===== config.mk =====
export PLATFORM = sky130hd
export DESIGN_NAME = console_line_editor_unit
export DESIGN_NICKNAME = d
export VERILOG_FILES = /design/src/rtl/clc_pkg.sv /design/src/rtl/clc_line_mem.sv /design/src/rtl/clc_ctrl.sv /design/src/rtl/console_line_editor_unit.sv
export SDC_FILE = /design/constraint.sdc
export NUM_CORES = 2
export LEC_CHECK = 0
export BUFFER_PORTS_ARGS = -buffer_cell sky130_fd_sc_hd__buf_2
export CAP_MARGIN = 20
export CORE_UTILIZATION = 37
export CTS_CLUSTER_SIZE = 40
export DETAILED_ROUTE_END_ITERATION = 10
export PLACE_DENSITY = 0.62
export SLEW_MARGIN = 5
export SYNTH_ARGS = -nofsm -noshare
export SYNTH_HDL_FRONTEND = slang
export SYNTH_SLANG_ARGS = --single-unit

===== constraint.sdc =====
create_clock -name i_clk -period 10.86 [get_ports i_clk]
set_input_delay 3.258 -clock i_clk [delete_from_list [all_inputs] [get_ports i_clk]]
set_output_delay 3.258 -clock i_clk [all_outputs]
set_load 0.005 [all_outputs]

===== src/rtl/clc_pkg.sv =====
`default_nettype none

package clc_pkg;

    localparam int LINE_DEPTH_DEF = 256;

    localparam logic [7:0] KEY_NEWLINE   = 8'h0A;
    localparam logic [7:0] KEY_BACKSPACE = 8'h08;
    localparam logic [7:0] KEY_SPACE     = 8'h20;
    localparam logic [7:0] KEY_TILDE     = 8'h7E;

    typedef enum logic {
        CMD_KEY  = 1'b0,
        CMD_READ = 1'b1
    } t_command;

    typedef enum logic [2:0] {
        ACT_PRINT     = 3'd0,
        ACT_NEWLINE   = 3'd1,
        ACT_LEFT      = 3'd2,
        ACT_READ      = 3'd3,
        ACT_NOT_READY = 3'd4
    } t_action;

    typedef struct packed {
        logic       command;
        logic [7:0] key_code;
    } t_in_req;

    typedef struct packed {
        logic [2:0] action;
        logic [7:0] char_value;
        logic       last_of_run;
    } t_out_req;

endpackage

`default_nettype wire


===== src/rtl/clc_line_mem.sv =====
`default_nettype none

module clc_line_mem
    import clc_pkg::*;
#(
    parameter int DEPTH = LINE_DEPTH_DEF,
    parameter int AW    = $clog2(DEPTH)
) (
    input  wire logic          i_clk,
    input  wire logic          i_wr_en,
    input  wire logic [AW-1:0] i_wr_addr,
    input  wire logic [7:0]    i_wr_data,
    input  wire logic          i_rd_en,
    input  wire logic [AW-1:0] i_rd_addr,
    output logic      [7:0]    o_rd_data
);

    logic [7:0] r_mem [DEPTH];
    logic [7:0] r_rd_data;

    always_ff @(posedge i_clk) begin
        if (i_wr_en) begin
            r_mem[i_wr_addr] <= i_wr_data;
        end
    end

    // hold read data until the next read
    always_ff @(posedge i_clk) begin
        if (i_rd_en) begin
            r_rd_data <= r_mem[i_rd_addr];
        end
    end

    assign o_rd_data = r_rd_data;

endmodule

`default_nettype wire


===== src/rtl/clc_ctrl.sv =====
`default_nettype none

module clc_ctrl
    import clc_pkg::*;
#(
    parameter int DEPTH = LINE_DEPTH_DEF,
    parameter int AW    = $clog2(DEPTH),
    parameter int CW    = $clog2(DEPTH + 1)
) (
    input  wire logic          i_clk,
    input  wire logic          i_rst_n,
    input  wire logic          i_in_valid,
    output logic               o_in_stall,
    input  wire t_in_req       i_in_req,
    output logic               o_out_valid,
    input  wire logic          i_out_stall,
    output t_out_req           o_out_req,
    output logic               o_wr_en,
    output logic      [AW-1:0] o_wr_addr,
    output logic      [7:0]    o_wr_data,
    output logic               o_rd_en,
    output logic      [AW-1:0] o_rd_addr,
    input  wire logic [7:0]    i_rd_data
);

    typedef enum logic [1:0] {
        S_IDLE,
        S_READ,
        S_SPACE,
        S_LEFT
    } t_state;

    localparam logic [CW-1:0] DEPTH_C = CW'(DEPTH);
    localparam logic [CW-1:0] ONE_C   = CW'(1);

    t_state        r_state, n_state;
    logic [CW-1:0] r_count, n_count;
    logic [CW-1:0] r_pos, n_pos;
    logic          r_complete, n_complete;
    logic          r_out_valid, n_out_valid;
    t_out_req      r_out_req, n_out_req;

    logic          out_free;
    logic          in_accept;
    logic [CW-1:0] pos_inc;

    assign out_free   = !r_out_valid || !i_out_stall;
    assign o_in_stall = (r_state != S_IDLE) || !out_free;
    assign in_accept  = i_in_valid && !o_in_stall;
    assign pos_inc    = r_pos + ONE_C;

    assign o_rd_addr   = r_pos[AW-1:0];
    assign o_wr_addr   = r_count[AW-1:0];
    assign o_wr_data   = i_in_req.key_code;
    assign o_out_valid = r_out_valid;
    assign o_out_req   = r_out_req;

    always_comb begin
        n_state     = r_state;
        n_count     = r_count;
        n_pos       = r_pos;
        n_complete  = r_complete;
        n_out_valid = r_out_valid;
        n_out_req   = r_out_req;
        o_wr_en     = 1'b0;
        o_rd_en     = 1'b0;

        if (r_out_valid && !i_out_stall) begin
            n_out_valid = 1'b0;
        end

        case (r_state)
            S_IDLE: begin
                if (in_accept) begin
                    if (i_in_req.command == CMD_READ) begin
                        if (!r_complete) begin
                            n_out_valid = 1'b1;
                            n_out_req   = '{ACT_NOT_READY, 8'h00, 1'b1};
                        end else begin
                            // fetch the character, answer next cycle
                            o_rd_en = 1'b1;
                            n_state = S_READ;
                            if (pos_inc >= r_count) begin
                                n_count    = '0;
                                n_pos      = '0;
                                n_complete = 1'b0;
                            end else begin
                                n_pos = pos_inc;
                            end
                        end
                    end else if (!r_complete) begin
                        case (i_in_req.key_code)
                            KEY_NEWLINE: begin
                                if (r_count < DEPTH_C) begin
                                    o_wr_en = 1'b1;
                                    n_count = r_count + ONE_C;
                                end
                                n_complete  = 1'b1;
                                n_out_valid = 1'b1;
                                n_out_req   = '{ACT_NEWLINE, 8'h00, 1'b1};
                            end
                            KEY_BACKSPACE: begin
                                if (r_count != '0) begin
                                    n_count     = r_count - ONE_C;
                                    n_out_valid = 1'b1;
                                    n_out_req   = '{ACT_LEFT, 8'h00, 1'b0};
                                    n_state     = S_SPACE;
                                end
                            end
                            default: begin
                                if (i_in_req.key_code inside {[KEY_SPACE:KEY_TILDE]} &&
                                    (r_count < DEPTH_C - ONE_C)) begin
                                    o_wr_en     = 1'b1;
                                    n_count     = r_count + ONE_C;
                                    n_out_valid = 1'b1;
                                    n_out_req   = '{ACT_PRINT, i_in_req.key_code, 1'b1};
                                end
                            end
                        endcase
                    end
                end
            end
            S_READ: begin
                if (out_free) begin
                    n_out_valid = 1'b1;
                    n_out_req   = '{ACT_READ, i_rd_data, 1'b1};
                    n_state     = S_IDLE;
                end
            end
            S_SPACE: begin
                if (out_free) begin
                    n_out_valid = 1'b1;
                    n_out_req   = '{ACT_PRINT, KEY_SPACE, 1'b0};
                    n_state     = S_LEFT;
                end
            end
            S_LEFT: begin
                if (out_free) begin
                    n_out_valid = 1'b1;
                    n_out_req   = '{ACT_LEFT, 8'h00, 1'b1};
                    n_state     = S_IDLE;
                end
            end
            default: begin
                n_state = S_IDLE;
            end
        endcase
    end

    always_ff @(posedge i_clk) begin
        if (!i_rst_n) begin
            r_state     <= S_IDLE;
            r_count     <= '0;
            r_pos       <= '0;
            r_complete  <= 1'b0;
            r_out_valid <= 1'b0;
        end else begin
            r_state     <= n_state;
            r_count     <= n_count;
            r_pos       <= n_pos;
            r_complete  <= n_complete;
            r_out_valid <= n_out_valid;
        end
        r_out_req <= n_out_req;
    end

endmodule

`default_nettype wire


===== src/rtl/console_line_editor_unit.sv =====
`default_nettype none

// Console line editor. Key events (command 0) edit one open line held in
// an on-chip line store of LINE_DEPTH bytes and are echoed as screen
// actions; a newline closes the line, after which read requests (command 1)
// return the stored characters one per request, newline included, and the
// line reopens empty after the last one. Requests are taken one at a time.
// A request gives one result or none if it is a key event other than a
// backspace on a non-empty line, or a read request while no line is
// complete. A backspace on a non-empty line gives three results: left,
// space, left. A read request on a complete line first reads the line
// store, whose read is registered, then gives its result. A new request
// is taken only when the output register is empty or its result leaves
// in the same cycle, so a result held by an output stall holds the input.
module console_line_editor_unit
    import clc_pkg::*;
#(
    parameter int LINE_DEPTH = LINE_DEPTH_DEF
) (
    input  wire logic     i_clk,
    input  wire logic     i_rst_n,
    input  wire logic     i_in_valid,
    output logic          o_in_stall,
    input  wire t_in_req  i_in_req,
    output logic          o_out_valid,
    input  wire logic     i_out_stall,
    output t_out_req      o_out_req
);

    localparam int AW = $clog2(LINE_DEPTH);
    localparam int CW = $clog2(LINE_DEPTH + 1);

    logic          wr_en;
    logic [AW-1:0] wr_addr;
    logic [7:0]    wr_data;
    logic          rd_en;
    logic [AW-1:0] rd_addr;
    logic [7:0]    rd_data;

    clc_ctrl #(
        .DEPTH (LINE_DEPTH),
        .AW    (AW),
        .CW    (CW)
    ) u_ctrl (
        .i_clk       (i_clk),
        .i_rst_n     (i_rst_n),
        .i_in_valid  (i_in_valid),
        .o_in_stall  (o_in_stall),
        .i_in_req    (i_in_req),
        .o_out_valid (o_out_valid),
        .i_out_stall (i_out_stall),
        .o_out_req   (o_out_req),
        .o_wr_en     (wr_en),
        .o_wr_addr   (wr_addr),
        .o_wr_data   (wr_data),
        .o_rd_en     (rd_en),
        .o_rd_addr   (rd_addr),
        .i_rd_data   (rd_data)
    );

    clc_line_mem #(
        .DEPTH (LINE_DEPTH),
        .AW    (AW)
    ) u_mem (
        .i_clk     (i_clk),
        .i_wr_en   (wr_en),
        .i_wr_addr (wr_addr),
        .i_wr_data (wr_data),
        .i_rd_en   (rd_en),
        .i_rd_addr (rd_addr),
        .o_rd_data (rd_data)
    );

endmodule

`default_nettype wire

== Word level (Yosys, flattened, before mapping) ==
Memory sizes are Yosys's and may differ from the RTL's. A register that Yosys moved wholly into a read port is not among the register bits.
Cells that the tools add are included.
Storage, ports and cells
  flip-flop bits (word level): 34
  bits in writable memories: 2048
  bits of input ports: 13
  memories: 1
Cells by class
  add/sub/neg operators: 3
  order comparisons: 5
  equality and inequality tests: 22
  multiplexer cells: 57
  reductions and logical operators: 21
Memories
  u_mem.r_mem: words 256, width 8, rd ports 1, clocked after Yosys merged registers in 1, write ports 1, line clc_line_mem.sv:18  | logic [7:0] r_mem [DEPTH];
Operators with widths (number)
  12-bit two-way mux: 9
  9-bit two-way mux: 8
  12-bit one-hot mux with 4 select lines: 1
  1-bit two-way mux: 25
  12-bit one-hot mux with 2 select lines: 1
  9-bit by 1-bit adder with 9-bit output, second input constant: 2
  9-bit one-hot mux with 2 select lines: 1
  8-bit by 4-bit equality test with 1-bit output, second input constant: 2
  2-bit two-way mux: 8
  7-bit AND reduction: 2
  2-bit by 1-bit inequality test with 1-bit output, second input constant: 6
  3-bit by 2-bit inequality test with 1-bit output, second input constant: 4
  9-bit >= comparator: 1
  9-bit by 8-bit < comparator with 1-bit output, second input constant: 1
  9-bit < comparator, second input constant: 1
  9-bit nonzero test: 1
  9-bit by 1-bit subtractor with 9-bit output, second input constant: 1
  8-bit by 6-bit >= comparator with 1-bit output, second input constant: 1
  8-bit by 7-bit <= comparator with 1-bit output, second input constant: 1
  8-bit AND reduction: 1
  2-bit inequality test, second input constant: 3
  3-bit inequality test, second input constant: 2
  1-bit one-hot mux with 2 select lines: 3
  2-bit one-hot mux with 3 select lines: 1
  other kinds (14): 22

== Logic depth before layout (Yosys ltp) ==
  depth in word-level cells: 11
  mapped depth: 16
  depth with buffers taken out: 11

== Hierarchy ==
A second synthesis with hierarchy kept.
Second synthesis, totals
  cells, all modules: 4025
  area total of the unflattened synthesis: 82102.5 um2
Modules (own cells, without submodules)
  clc_line_mem: instances 1, cells an instance 3733, area an instance 79636.4 um2, seq. area each 61739.2 um2
  clc_ctrl: instances 1, cells an instance 292, area an instance 2466.1 um2, seq. area each 800.8 um2

== Least setup slack after synthesis ==
No wires, ideal clock.
  path type: input to output
  from: input port i_out_stall
  to: output port o_in_stall
  data arrival time: 3.453 ns
  required time: 7.602 ns
  setup slack: 4.149 ns
  cell stages on the path: 2
  cells stage by stage: nand2_1 > nand2_1
Between the ends
  longest elaborated chain between the ends: 4
RTL lines
  from (decl): line console_line_editor_unit.sv:26  | input wire logic i_out_stall,
  1-bit zero test: line clc_ctrl.sv:47  | assign out_free = !r_out_valid || !i_out_stall;
  1-bit logical OR: line clc_ctrl.sv:47
  1-bit zero test: line clc_ctrl.sv:48  | assign o_in_stall = (r_state != S_IDLE) || !out_free;
  1-bit logical OR: line clc_ctrl.sv:48
  to (decl): line console_line_editor_unit.sv:23  | output logic o_in_stall,
Every way passes these cells.

== Worst setup path after layout ==
Same ends and word-level chain as after synthesis.

==> flow_summary.ini <==
[synthesis]
synth_area_leaders = edfxtp_1 (76%), mux4_2 (11%), mux2i_1 (2.7%)
post-synth-top-area-fraction_pct = 75.9
avgSynthCellArea_um2 = 20.2
yosys.area.top_type = edfxtp_1
synthFlopType = edfxtp_1
synthMuxAreaShare_pct = 14.3
synth-simple-area-share_pct = 2.92
synth-xor-area-share_pct = 0.139
ys_seq_elements = 2090
synth-seq-area-share_pct = 76.4
ys_warn_count = 0
synth-adder-area-share_pct = 0.284
syn-num-nets = 4089
synth-compound-area-share_pct = 4.07
synth_edf_count = 2068
synth_top_family_by_area = multiplexers
syn_area_um2 = 81900
synth_cell_types = 66
ys_async_sr_fraction_pct = 0
synthCells = 4058

[global_route]
antenna_found_initial = 12
grt_pass1_wl_um = 316000
grt-ovfl-total = 0
track_usage_pct = 19.7
grt_pass1_vias = 41200
grt_max_degree = 153

[timing]
fin_skew_ps = 45.3
setup_viol = 0
slew_headroom_pct = 15.0
hold_violations = 0
finalCritPeriodShare_pct = 65.1
fmaxAchievable_mhz = 141
fin_crit_ps = 7070
drv_slew = 0
grt_setup_unrepaired = false
setup_tns_ps = 0
worst_pin_slew_ps = 1260

[clock_tree]
clock-sinks = 2090
cts_resized = 0
cts.htree.levels = 4
cts_buffers = 202
clk_pin_slew_ps = 60
cts_tree = done
postCtsHoldBufs = 0
cts_max_path_buffers = 3
clk_latency_ps = 850
cts_setup_buffers = 0
cts-root-buf = clkbuf_16

[floorplanning]
ios = 27
start_util_pct = 37.3
die-area_um2 = 223000
core_area_um2 = 220000
die_y_um = 472
row_count = 172
fp.dieW_um = 472

[routing]
drt-total-wl_um = 222000
vias = 42000
drtAntennaViolNets = 0
first_pass_iters = 6
first_iter_violations = 5928
routedWlPerCell_um = 30.5
via_per_inst = 5.78
route.detailed.drc = 0

[placement]
dp_hpwl_um = 133000
io_buffers = 26
gp_congestion = 0.915

[power_and_ir_drop]
swShare_pct = 19.8
p_per_area_nw_per_um2 = 178
clkPwrFrac_pct = 44.6
pwr-share-comb_pct = 1.3
power_mw = 16.4
max-vdd-ir-drop_mv = 0.137
p_sw_mw = 3.25
p_leak_nw = 27.1
p_int_mw = 13.1
pwr-share-seq_pct = 54.1

[final_layout]
drive_above_1_share_pct = 20.5
area_growth_pct = 12.5
fill_cells = 18800
final_common_cell = edfxtp_1
mostFrequentLayoutCells = edfxtp_1 (2,068), mux4_2 (415), nor2_1 (308)
nets = 4162

[critical_path]
arrival_ps = 3810
crit_type = input pin to primary output
worst_ep_required_time_ps = 7600
crit_path_max_fanout = 7
cp-start-kind = input pin
end_kind = primary output

[hold_path]
hold_path_class = flip-flop to flip-flop

[run]
cap_viol_max_count = 0

[run_status]
status = finished clean
-- through the flow --
| step | worst slack (ps) | instance area (µm²) | hold WS [ps] | utilization [%] | cells |
|---|---|---|---|---|---|
| finish | 3790 | 92100 | 470 | 41.9 | 7266 |
| global route | 3720 | 92100 | 497 | 41.9 | 7265 |
| CTS | 3800 | 92100 | 468 | 41.9 | 7260 |
| floorplan | 4150 | 81900 | 444 | - | 4058 |
| global placement | 3250 | 85200 | 455 | 38.8 | 6885 |
| detailed placement | 3230 | 85200 | 459 | 38.8 | 6885 |
-- path summary, 6_finish.rpt --
kind / from / to / slack [ps] / depth (start not counted)
setup / recovery: i_out_stall / o_in_stall / 3790 / 4
hold / removal: u_ctrl.r_pos[8]$_SDFFE_PN0P_ / u_ctrl.r_pos[8]$_SDFFE_PN0P_ / 470 / 2
setup reg to reg: u_ctrl.r_pos[0]$_SDFFE_PN0P_ / u_mem.o_rd_data[5]$_DFFE_PP_ / 5840 / 9
hold reg to reg: u_ctrl.r_pos[8]$_SDFFE_PN0P_ / u_ctrl.r_pos[8]$_SDFFE_PN0P_ / 470 / 2
-- power groups by stage --
| stage | Sequential (mW) | Clock (mW) | Combinational, mW |
|---|---|---|---|
| final | 8.87 | 7.30 | 0.216 |
| after global routing | 8.86 | 7.69 | 0.228 |
| after CTS | 8.87 | 7.39 | 0.220 |
| after detailed placement | 9.04 | 0 | 0.220 |
| after global placement | 9.04 | 0 | 0.221 |
| after floorplan | 9.04 | 0 | 0.0188 |
-- worst max-delay path: stages --
cell and delay (ps):
buf_2 120, nand2_1 180, nand2_1 100, buf_2 150
-- metal layers --
layer  track usage, %  wire, µm  up-vias  share of wire (%)
met5                0        41        -              0.019
li1                 -         -    17000                  -
met4             6.95      7820        6                3.5
met1             28.2     90800    22100                 41
met2             29.9    101000     2502                 46
met3             4.12     21500      382                9.7
-- cell families after synthesis --
kind of cell,after synthesis
xor gates and xnor gates,13
DFF,2090
buffers and inverters,271
adders and majority gates,18
muxes,644
and+or+nand+nor,560
AOI/OAI and AO/OA,462
-- cells in the mapped netlist, drive strengths merged, types with 3 or more instances --
master   instances
dfxtp           22
xnor2            9
a221oi          79
ha              17
o21ai           33
a221o           12
o22ai           12
nand2          100
mux4           418
o311ai           5
nand4            6
and3             6
o221ai           6
a22o            24
a2111oi          3
a21o             5
a211o            3
nand3           48
xor2             4
a21oi           97
o211ai           3
edfxtp        2068
o31ai           12
a311o            3
nor3            37
nor4             8
o21bai           5
o32ai            7
inv             19
mux2             8
nor2           312
a211oi          16
nor2b           13
clkbuf         114
buf            136
or3              5
mux2i          218
nand2b          13
nand3b           4
a31oi           15
a22oi          112
-- flip-flops by register name, indices dropped and copies added, names as in the netlist --
signal	flops
u_mem.r_mem	2048
u_ctrl.o_out_req	12
u_ctrl.r_count	9
u_ctrl.r_pos	9
u_mem.o_rd_data	8
u_ctrl.r_state	2
u_ctrl.o_out_valid	1
u_ctrl.r_complete	1
-- area by class of cell --
class,count,area (µm²),share of cell area [%]
repair buffers,119,993,1.08
diodes,6,15.0,0.0163
well taps,2958,3700,4.02
clock inverters,140,1700,1.84
multi-input cells,1697,17900,19.4
clock buffers,235,5200,5.64
inverters,21,78.8,0.0856
flip-flops and latches,2090,62600,67.9
Power figures use the tool's default switching activity.
